$ cat src/rtl/csst_pkg.sv
`timescale 1ns / 1ps
`default_nettype none

package csst_pkg;

   // default sizes
   localparam int CSST_MAX_SEGMENTS = 64;
   localparam int CSST_COORD_BITS   = 16;

   // pixel output width and quotient bits of the rounding divider
   localparam int PIX_BITS  = 12;
   localparam int QUOT_BITS = 12;

   // curve kind codes
   localparam logic [1:0] KIND_BEZIER  = 2'd0;
   localparam logic [1:0] KIND_BSPLINE = 2'd1;
   localparam logic [1:0] KIND_CATMULL = 2'd2;

   // register reset values
   localparam logic [1:0] KIND_RESET = KIND_BEZIER;
   localparam logic [6:0] SEG_RESET  = 7'd50;

   // register index codes (address bit 2)
   localparam logic REG_CURVE_KIND = 1'b0;
   localparam logic REG_SEGMENTS   = 1'b1;

   // pixel saturation bounds
   localparam logic [PIX_BITS-1:0] PIX_MAX = 12'h7FF;
   localparam logic [PIX_BITS-1:0] PIX_MIN = 12'h800;

   typedef enum logic [2:0] {
      ST_IDLE,
      ST_SCALE,
      ST_HORNER,
      ST_DIV_INIT,
      ST_DIV,
      ST_EMIT,
      ST_ERROR
   } csst_state_type;

   typedef struct packed {
      logic       capture;
      logic       scale;
      logic       horner;
      logic [1:0] step;
      logic       div_init;
      logic       div_step;
      logic       keep_prev;
      logic       emit;
      logic       emit_error;
      logic       last_of_span;
      logic       knot_mark;
      logic [1:0] kind;
   } csst_cmd_type;

   typedef struct packed {
      logic out_free;
   } csst_sts_type;

   // 16 times the curve denominator
   function automatic logic [6:0] den_base(input logic [1:0] kind);
      logic [6:0] r;
      unique case (kind)
         KIND_BEZIER:  r = 7'd16;
         KIND_BSPLINE: r = 7'd96;
         default:      r = 7'd32;
      endcase
      return r;
   endfunction

endpackage

`default_nettype wire

$ cat src/rtl/csst_ctrl.sv
`timescale 1ns / 1ps
`default_nettype none

module csst_ctrl import csst_pkg::*; #(
   parameter int MAX_SEGMENTS = CSST_MAX_SEGMENTS,
   parameter int SEG_BITS     = 7
) (
   input  wire logic                clock,
   input  wire logic                reset,
   input  wire logic                req_valid,
   input  wire logic                req_end_of_curve,
   output logic                     req_stall,
   input  wire logic [1:0]          curve_kind,
   input  wire logic [6:0]          segments_per_span,
   output csst_cmd_type             cmd,
   input  wire csst_sts_type        sts,
   output logic [SEG_BITS-1:0]      n,
   output logic [SEG_BITS-1:0]      i
);

   localparam int CNT_BITS = $clog2(QUOT_BITS);
   localparam logic [CNT_BITS-1:0] CNT_LAST = CNT_BITS'(QUOT_BITS - 1);

   csst_state_type      state_ff, state_in;
   logic [1:0]          step_ff, step_in;
   logic [CNT_BITS-1:0] cnt_ff, cnt_in;
   logic [SEG_BITS-1:0] i_ff, i_in, n_ff, n_in, n_eff;
   logic [1:0]          kind_ff, kind_in, seen_ff, seen_in, phase_ff, phase_in;
   logic                last_ff, last_in;
   logic                fire, shape_err;

   // segment count clamped to 1..MAX_SEGMENTS
   always_comb begin
      if (segments_per_span == 7'd0) begin
         n_eff = SEG_BITS'(1);
      end else if (32'(segments_per_span) > MAX_SEGMENTS) begin
         n_eff = SEG_BITS'(MAX_SEGMENTS);
      end else begin
         n_eff = SEG_BITS'(segments_per_span);
      end
   end

   // span start and bezier shape check on the incoming point
   always_comb begin
      if (curve_kind == KIND_BEZIER) begin
         fire = (seen_ff == 2'd3) && (phase_ff == 2'd0);
      end else begin
         fire = (seen_ff == 2'd3) && (curve_kind != 2'd3);
      end
      shape_err = (curve_kind == KIND_BEZIER) && req_end_of_curve && (phase_ff != 2'd0);
   end

   // next state and commands
   always_comb begin
      state_in  = state_ff;
      step_in   = step_ff;
      cnt_in    = cnt_ff;
      i_in      = i_ff;
      n_in      = n_ff;
      kind_in   = kind_ff;
      last_in   = last_ff;
      seen_in   = seen_ff;
      phase_in  = phase_ff;
      req_stall = 1'b1;
      cmd       = '0;
      cmd.kind  = kind_ff;
      cmd.step  = step_ff;
      unique case (state_ff)
         ST_IDLE: begin
            req_stall = 1'b0;
            cmd.kind  = curve_kind;
            if (req_valid) begin
               cmd.capture = 1'b1;
               kind_in     = curve_kind;
               last_in     = req_end_of_curve;
               n_in        = n_eff;
               step_in     = 2'd0;
               if (req_end_of_curve) begin
                  seen_in  = 2'd0;
                  phase_in = 2'd0;
               end else begin
                  seen_in  = (seen_ff == 2'd3) ? 2'd3 : seen_ff + 2'd1;
                  phase_in = (phase_ff == 2'd2) ? 2'd0 : phase_ff + 2'd1;
               end
               if (shape_err) begin
                  state_in = ST_ERROR;
               end else if (fire) begin
                  state_in = ST_SCALE;
               end
            end
         end
         ST_SCALE: begin
            cmd.scale = 1'b1;
            if (step_ff == 2'd2) begin
               step_in  = 2'd0;
               i_in     = '0;
               state_in = ST_HORNER;
            end else begin
               step_in = step_ff + 2'd1;
            end
         end
         ST_HORNER: begin
            cmd.horner = 1'b1;
            if (step_ff == 2'd2) begin
               step_in  = 2'd0;
               state_in = ST_DIV_INIT;
            end else begin
               step_in = step_ff + 2'd1;
            end
         end
         ST_DIV_INIT: begin
            cmd.div_init = 1'b1;
            cnt_in       = '0;
            state_in     = ST_DIV;
         end
         ST_DIV: begin
            cmd.div_step = 1'b1;
            cnt_in       = cnt_ff + 1'b1;
            if (cnt_ff == CNT_LAST) begin
               state_in = ST_EMIT;
            end
         end
         ST_EMIT: begin
            // point at t=0 only seeds the segment start
            if (i_ff == '0) begin
               cmd.keep_prev = 1'b1;
               i_in          = i_ff + 1'b1;
               state_in      = ST_HORNER;
            end else if (sts.out_free) begin
               cmd.keep_prev    = 1'b1;
               cmd.emit         = 1'b1;
               cmd.last_of_span = (i_ff == n_ff);
               cmd.knot_mark    = (i_ff == n_ff) && (kind_ff == KIND_BSPLINE) && !last_ff;
               if (i_ff == n_ff) begin
                  state_in = ST_IDLE;
               end else begin
                  i_in     = i_ff + 1'b1;
                  state_in = ST_HORNER;
               end
            end
         end
         ST_ERROR: begin
            if (sts.out_free) begin
               cmd.emit_error = 1'b1;
               state_in       = ST_IDLE;
            end
         end
         default: begin
            state_in = ST_IDLE;
         end
      endcase
   end

   always_ff @(posedge clock) begin
      if (reset) begin
         state_ff <= ST_IDLE;
         step_ff  <= '0;
         cnt_ff   <= '0;
         i_ff     <= '0;
         n_ff     <= SEG_BITS'(1);
         kind_ff  <= KIND_BEZIER;
         last_ff  <= 1'b0;
         seen_ff  <= '0;
         phase_ff <= '0;
      end else begin
         state_ff <= state_in;
         step_ff  <= step_in;
         cnt_ff   <= cnt_in;
         i_ff     <= i_in;
         n_ff     <= n_in;
         kind_ff  <= kind_in;
         last_ff  <= last_in;
         seen_ff  <= seen_in;
         phase_ff <= phase_in;
      end
   end

   assign n = n_ff;
   assign i = i_ff;

endmodule

`default_nettype wire

$ cat config.mk
export PLATFORM = sky130hd
export DESIGN_NAME = csst_ctrl
export DESIGN_NICKNAME = d
export VERILOG_FILES = /design/src/rtl/csst_pkg.sv /design/src/rtl/csst_ctrl.sv
export SDC_FILE = /design/constraint.sdc
export NUM_CORES = 1
export LEC_CHECK = 0
export BUFFER_PORTS_ARGS = -buffer_cell sky130_fd_sc_hd__buf_2
export CAP_MARGIN = 20
export CORE_MARGIN = 2
export CORE_UTILIZATION = 30
export CTS_CLUSTER_DIAMETER = 30
export DETAILED_ROUTE_END_ITERATION = 8
export GPL_TIMING_DRIVEN = 0
export MAX_ROUTING_LAYER = met4
export PLACE_DENSITY_LB_ADDON = 0.15
export SLEW_MARGIN = 20
export SYNTH_ARGS = -nofsm -noshare
export SYNTH_HDL_FRONTEND = slang
export SYNTH_SLANG_ARGS = --single-unit
$ cat constraint.sdc
create_clock -name clock -period 4.45 [get_ports clock]
set_input_delay 0.89 -clock clock [delete_from_list [all_inputs] [get_ports clock]]
set_output_delay 0.89 -clock clock [all_outputs]
set_load 0.02 [all_outputs]
After elaboration in Yosys (flattened, before gate mapping)
Cells that the tools add are included.
{"block": "op_classes", "add_sub_neg": 5, "magnitude_cmp": 1, "eq_ne": 21, "mux": 44, "reduce_logical": 21}
{"op": "7-bit two-way mux", "count": 6}
{"op": "3-bit two-way mux", "count": 9}
{"op": "2-bit two-way mux", "count": 13}
{"op": "3-bit case mux with 7 select lines", "count": 1}
{"op": "7-bit logical NOT", "count": 2}
{"op": "7-bit case mux with 2 select lines", "count": 1}
{"op": "1-bit two-way mux", "count": 12}
{"op": "2-bit inequality test, second input constant", "count": 6}
{"op": "3-bit equality test, second input constant", "count": 3}
{"op": "3-bit inequality test, second input constant", "count": 3}
{"op": "4-bit case mux with 2 select lines", "count": 1}
{"op": "2-bit nonzero test", "count": 4}
{"op": "7-bit by 1-bit adder with 7-bit output, second input constant", "count": 1}
{"op": "7-bit equality test", "count": 1}
{"op": "7-bit > comparator, second input constant", "count": 1}
{"op": "7-bit AND reduction", "count": 1}
{"op": "2-bit by 1-bit adder with 2-bit output, second input constant", "count": 3}
{"op": "2-bit equality test, second input constant", "count": 3}
{"op": "3-bit by 2-bit equality test with 1-bit output, second input constant", "count": 2}
{"op": "1-bit logical AND", "count": 6}
{"op": "4-bit by 1-bit adder with 4-bit output, second input constant", "count": 1}
{"op": "4-bit equality test, second input constant", "count": 1}
{"op": "2-bit logical NOT", "count": 2}
{"op": "2-bit case mux with 2 select lines", "count": 1}
{"op": "7 further kinds", "count": 8}
{"block": "totals", "regBits": 30, "input_bits": 14, "out_inout_bits": 29, "elab_cells": 101}

Longest topological paths before layout
{"block": "logic_depth", "depth_word": 7, "depth_mapped": 7}

Worst setup path before layout
No wires, ideal clock.
{"block": "synth_path", "kind": "register -> output", "startpoint": "register i_ff[0], in the netlist i[0]", "endpoint": "output cmd[2] (netlist bit)", "t_arrival_ns": 1.949, "slack_ns": 1.611, "path_stages_with_launch": 8, "path_cell_list": "dfxtp_1 -> inv_1 -> ha_1 -> nand2b_1 -> nor2_4 -> nand3b_2 -> nor2_1 -> and3_1"}
{"element": "start, declared", "line": "csst_ctrl.sv:27", "rtl": "logic [SEG_BITS-1:0] i_ff, i_in, n_ff, n_in, n_eff;"}
{"element": "start signal, assigned", "line": "csst_ctrl.sv:169", "rtl": "i_ff <= i_in;"}
{"element": "end, declared", "line": "csst_ctrl.sv:15", "rtl": "output csst_cmd_type cmd,"}

==> flow_metrics.tcl <==
set metrics [dict create \
    syn_area_um2 1750 \
    rsz0062_at_grt "no" \
    synthArstFlopShare 0 \
    drc_errors 0 \
    grt_max_degree 11 \
    vias 1676 \
    syn2layout_area_growth_pct 22.3 \
    placed_cell_area_um2 2040 \
    post_cts_buffers 0 \
    cts_resized 0 \
    vias_per_cell 4.99 \
    drt-initial-drc-count 136 \
    synth_top_area_share 0.344 \
    dp_cells 328 \
    dp_slack_ns 1.70 \
    nFillCells 609 \
    numPortBuffers 41 \
    fin_nets 280 \
    intPower_uw 573 \
    cp.depth 8 \
    slowest_delay_ns 0.39 \
    globalplace.congestion 0.826 \
    cts-root-buf "clkbuf_8" \
    status "finished, final reports clean" \
    clock-sinks 30 \
    wl_per_cell_um 13.8 \
    multi_input_area_um2 1050 \
    crit_type "flip-flop to primary output" \
    synth_edf_count 0 \
    layout-drive-gt1-share 0.284 \
    slew_headroom 0.654 \
    grt_use_total 0.164 \
    leakage_nw 0.960 \
    wl_um 4650 \
    grt_pass1_vias 1577 \
    peakVddDrop_mv 0.190 \
    p_sw_uw 389 \
    core_um2 5570 \
    io_pins 43 \
    synthTopCellsByCount "dfxtp_1, a21oi_1, nand2_1, nor2_1, inv_1" \
    holdCritPathClass "flip-flop to flip-flop" \
    antenna_left 0 \
    synth_nets 232 \
    cp_max_fo 6 \
    grt_overflow 0 \
    synth_top_area_cell "dfxtp_1" \
    clock_latency_ns 0.29 \
    worstMarginPinSlew_ns 0.518 \
    critPathCaptureType "primary output" \
    cts_max_level 2 \
    power_frac_comb 0.407 \
    setup_ws_ns 1.43 \
    synth_area_leaders "dfxtp_1, a21oi_1, nand2_1" \
    min_period_ns 3.02 \
    clk_pin_slew_ns 0.07 \
    hold_depth 2 \
    dieHeight_um 80.3 \
    syn_area_per_cell_um2 8.12 \
    p_sw_frac 0.404 \
    synthDistinctLibCells 53 \
    final_area_um2 2140 \
    r2r_cells 7 \
    num_antenna_cells 0 \
    clk_path_buf_depth 2 \
    fin_skew_ns 0.00579 \
    synth_ff_type "dfxtp_1" \
    grt_antenna_before_repair 0 \
    die_area_um2 6450 \
    critPathTopFamily "simple AND/OR/NAND/NOR gates" \
    finalHoldViolCount 0 \
    fin_setup_tns_ns 0 \
    timing.final.crit_share 0.678 \
    p_total_uw 962 \
    cts_tree "done" \
    hold_buffers 0 \
    p_per_area_nw_per_um2 450 \
    critPathLaunchType "flip-flop" \
    yosysSeqAreaShare 0.344 \
    ys_warn_count 0 \
    cp.arrival_ns 2.13 \
    synth.most_common_cell "dfxtp_1" \
    instances_no_fill 336 \
    p_clk_frac 0.251 \
    placementRows 27 \
    grt_pass1_wl_um 7850 \
    hpwlAfterDp_um 3470 \
    slowest_stage "dfxtp_1" \
    setup_viol 0 \
    seqPwrFrac 0.342 \
    cp_cell_sequence "inv_1, ha_1, nand2b_1, nor2_4, nand3b_2, nor2_1, and3_1, buf_2" \
    cp.buffers_inverters 2 \
    ys_seq_elements 30 \
    numCtsBuffers 5 \
    cap_violations 0 \
    dr.pass1.iters 4 \
    start_util 0.313 \
    die_width_um 80.3 \
    seqCellArea_um2 601 \
    fmax_ghz 0.331 \
    drv_slew 0 \
    crit_required_ns 3.56 \
    synthCells 215 \
]
==> worst paths after layout <==
check,start,slack [ns],endpoint
setup / recovery,i[0]$_SDFFE_PP0P_,1.43,cmd[2]
setup reg to reg,i[0]$_SDFFE_PP0P_,2.59,i[6]$_SDFFE_PP0P_
hold / removal,last_ff$_SDFFE_PP0P_,0.46,last_ff$_SDFFE_PP0P_
hold reg to reg,last_ff$_SDFFE_PP0P_,0.46,last_ff$_SDFFE_PP0P_
==> state kept, by name, indices dropped and copies added (netlist names) <==
signal    cells
phase_ff      2
n             7
step_ff       2
seen_ff       2
state_ff      3
cnt_ff        4
i             7
last_ff       1
kind_ff       2
==> power by group through the flow <==
stage	combinational (mW)	sequential [mW]	clock, mW
3_5_place_dp	0.393	0.335	0
6_report	0.391	0.329	0.241
3_3_place_gp	0.395	0.335	0
4_1_cts	0.395	0.329	0.250
2_1_floorplan	0.275	0.348	0
5_1_grt	0.440	0.334	0.261
==> worst min-delay path, delay by kind of cell (launching register included) <==
family | cells | cell delay (ns)
AO/OA/AOI/OAI | 1 | 0.05
flip-flops | 1 | 0.31
AND/OR/NAND/NOR | 1 | 0.05
==> cell families after synthesis <==
family | after synthesis | synth area share
flops | 30 | 0.344
mux | 4 | 0.0244
simple gates | 93 | 0.312
buf+inv | 21 | 0.0537
xor+xnor | 8 | 0.0401
fa+ha+maj | 3 | 0.0215
compound gates | 56 | 0.205
==> layout by cell type (no fill, tap or decap), drive strengths merged, types with 2 or more instances in the layout <==
master / instances
a31oi: 3
ha: 3
a21oi: 27
dfxtp: 30
nor3b: 4
mux2i: 2
a211o: 2
o21ai: 6
buf: 46
nand3: 6
nor2b: 3
or2: 2
mux2: 2
clkbuf: 12
o2111ai: 2
inv: 10
nor2: 19
nand2: 25
a32o: 2
o211ai: 3
nor3: 7
nand2b: 6
nand3b: 8
and3: 2
a22oi: 4
xor2: 8
==> final cells by class <==
| class | instances | area share |
|---|---|---|
| timing repair buffer | 41 | 0.0960 |
| inverter | 10 | 0.0176 |
| sequential | 30 | 0.281 |
| clock buffer | 6 | 0.0386 |
| tap | 72 | 0.0422 |
| multi-input combinational | 164 | 0.492 |
| clock inverter | 2 | 0.00585 |
| buffer | 11 | 0.0263 |
==> per-layer routing <==
metal  track usage  wire length, um  vias to the layer above
met4        0.0661               95                        0
met2         0.244             2090                       39
li1              -                -                      863
met1         0.212             2240                      765
met5             -                0                        -
met3        0.0438              216                        9
==> metrics by stage <==
| stage | hold WS, ns | util |
|---|---|---|
| final | 0.457 | 0.383 |
| after global routing | 0.497 | 0.383 |
| after CTS | 0.460 | 0.383 |
| after detailed placement | 0.449 | 0.366 |
| after global placement | 0.446 | 0.366 |
| after floorplan | 0.437 | - |
(Power assumes the default switching activity.)
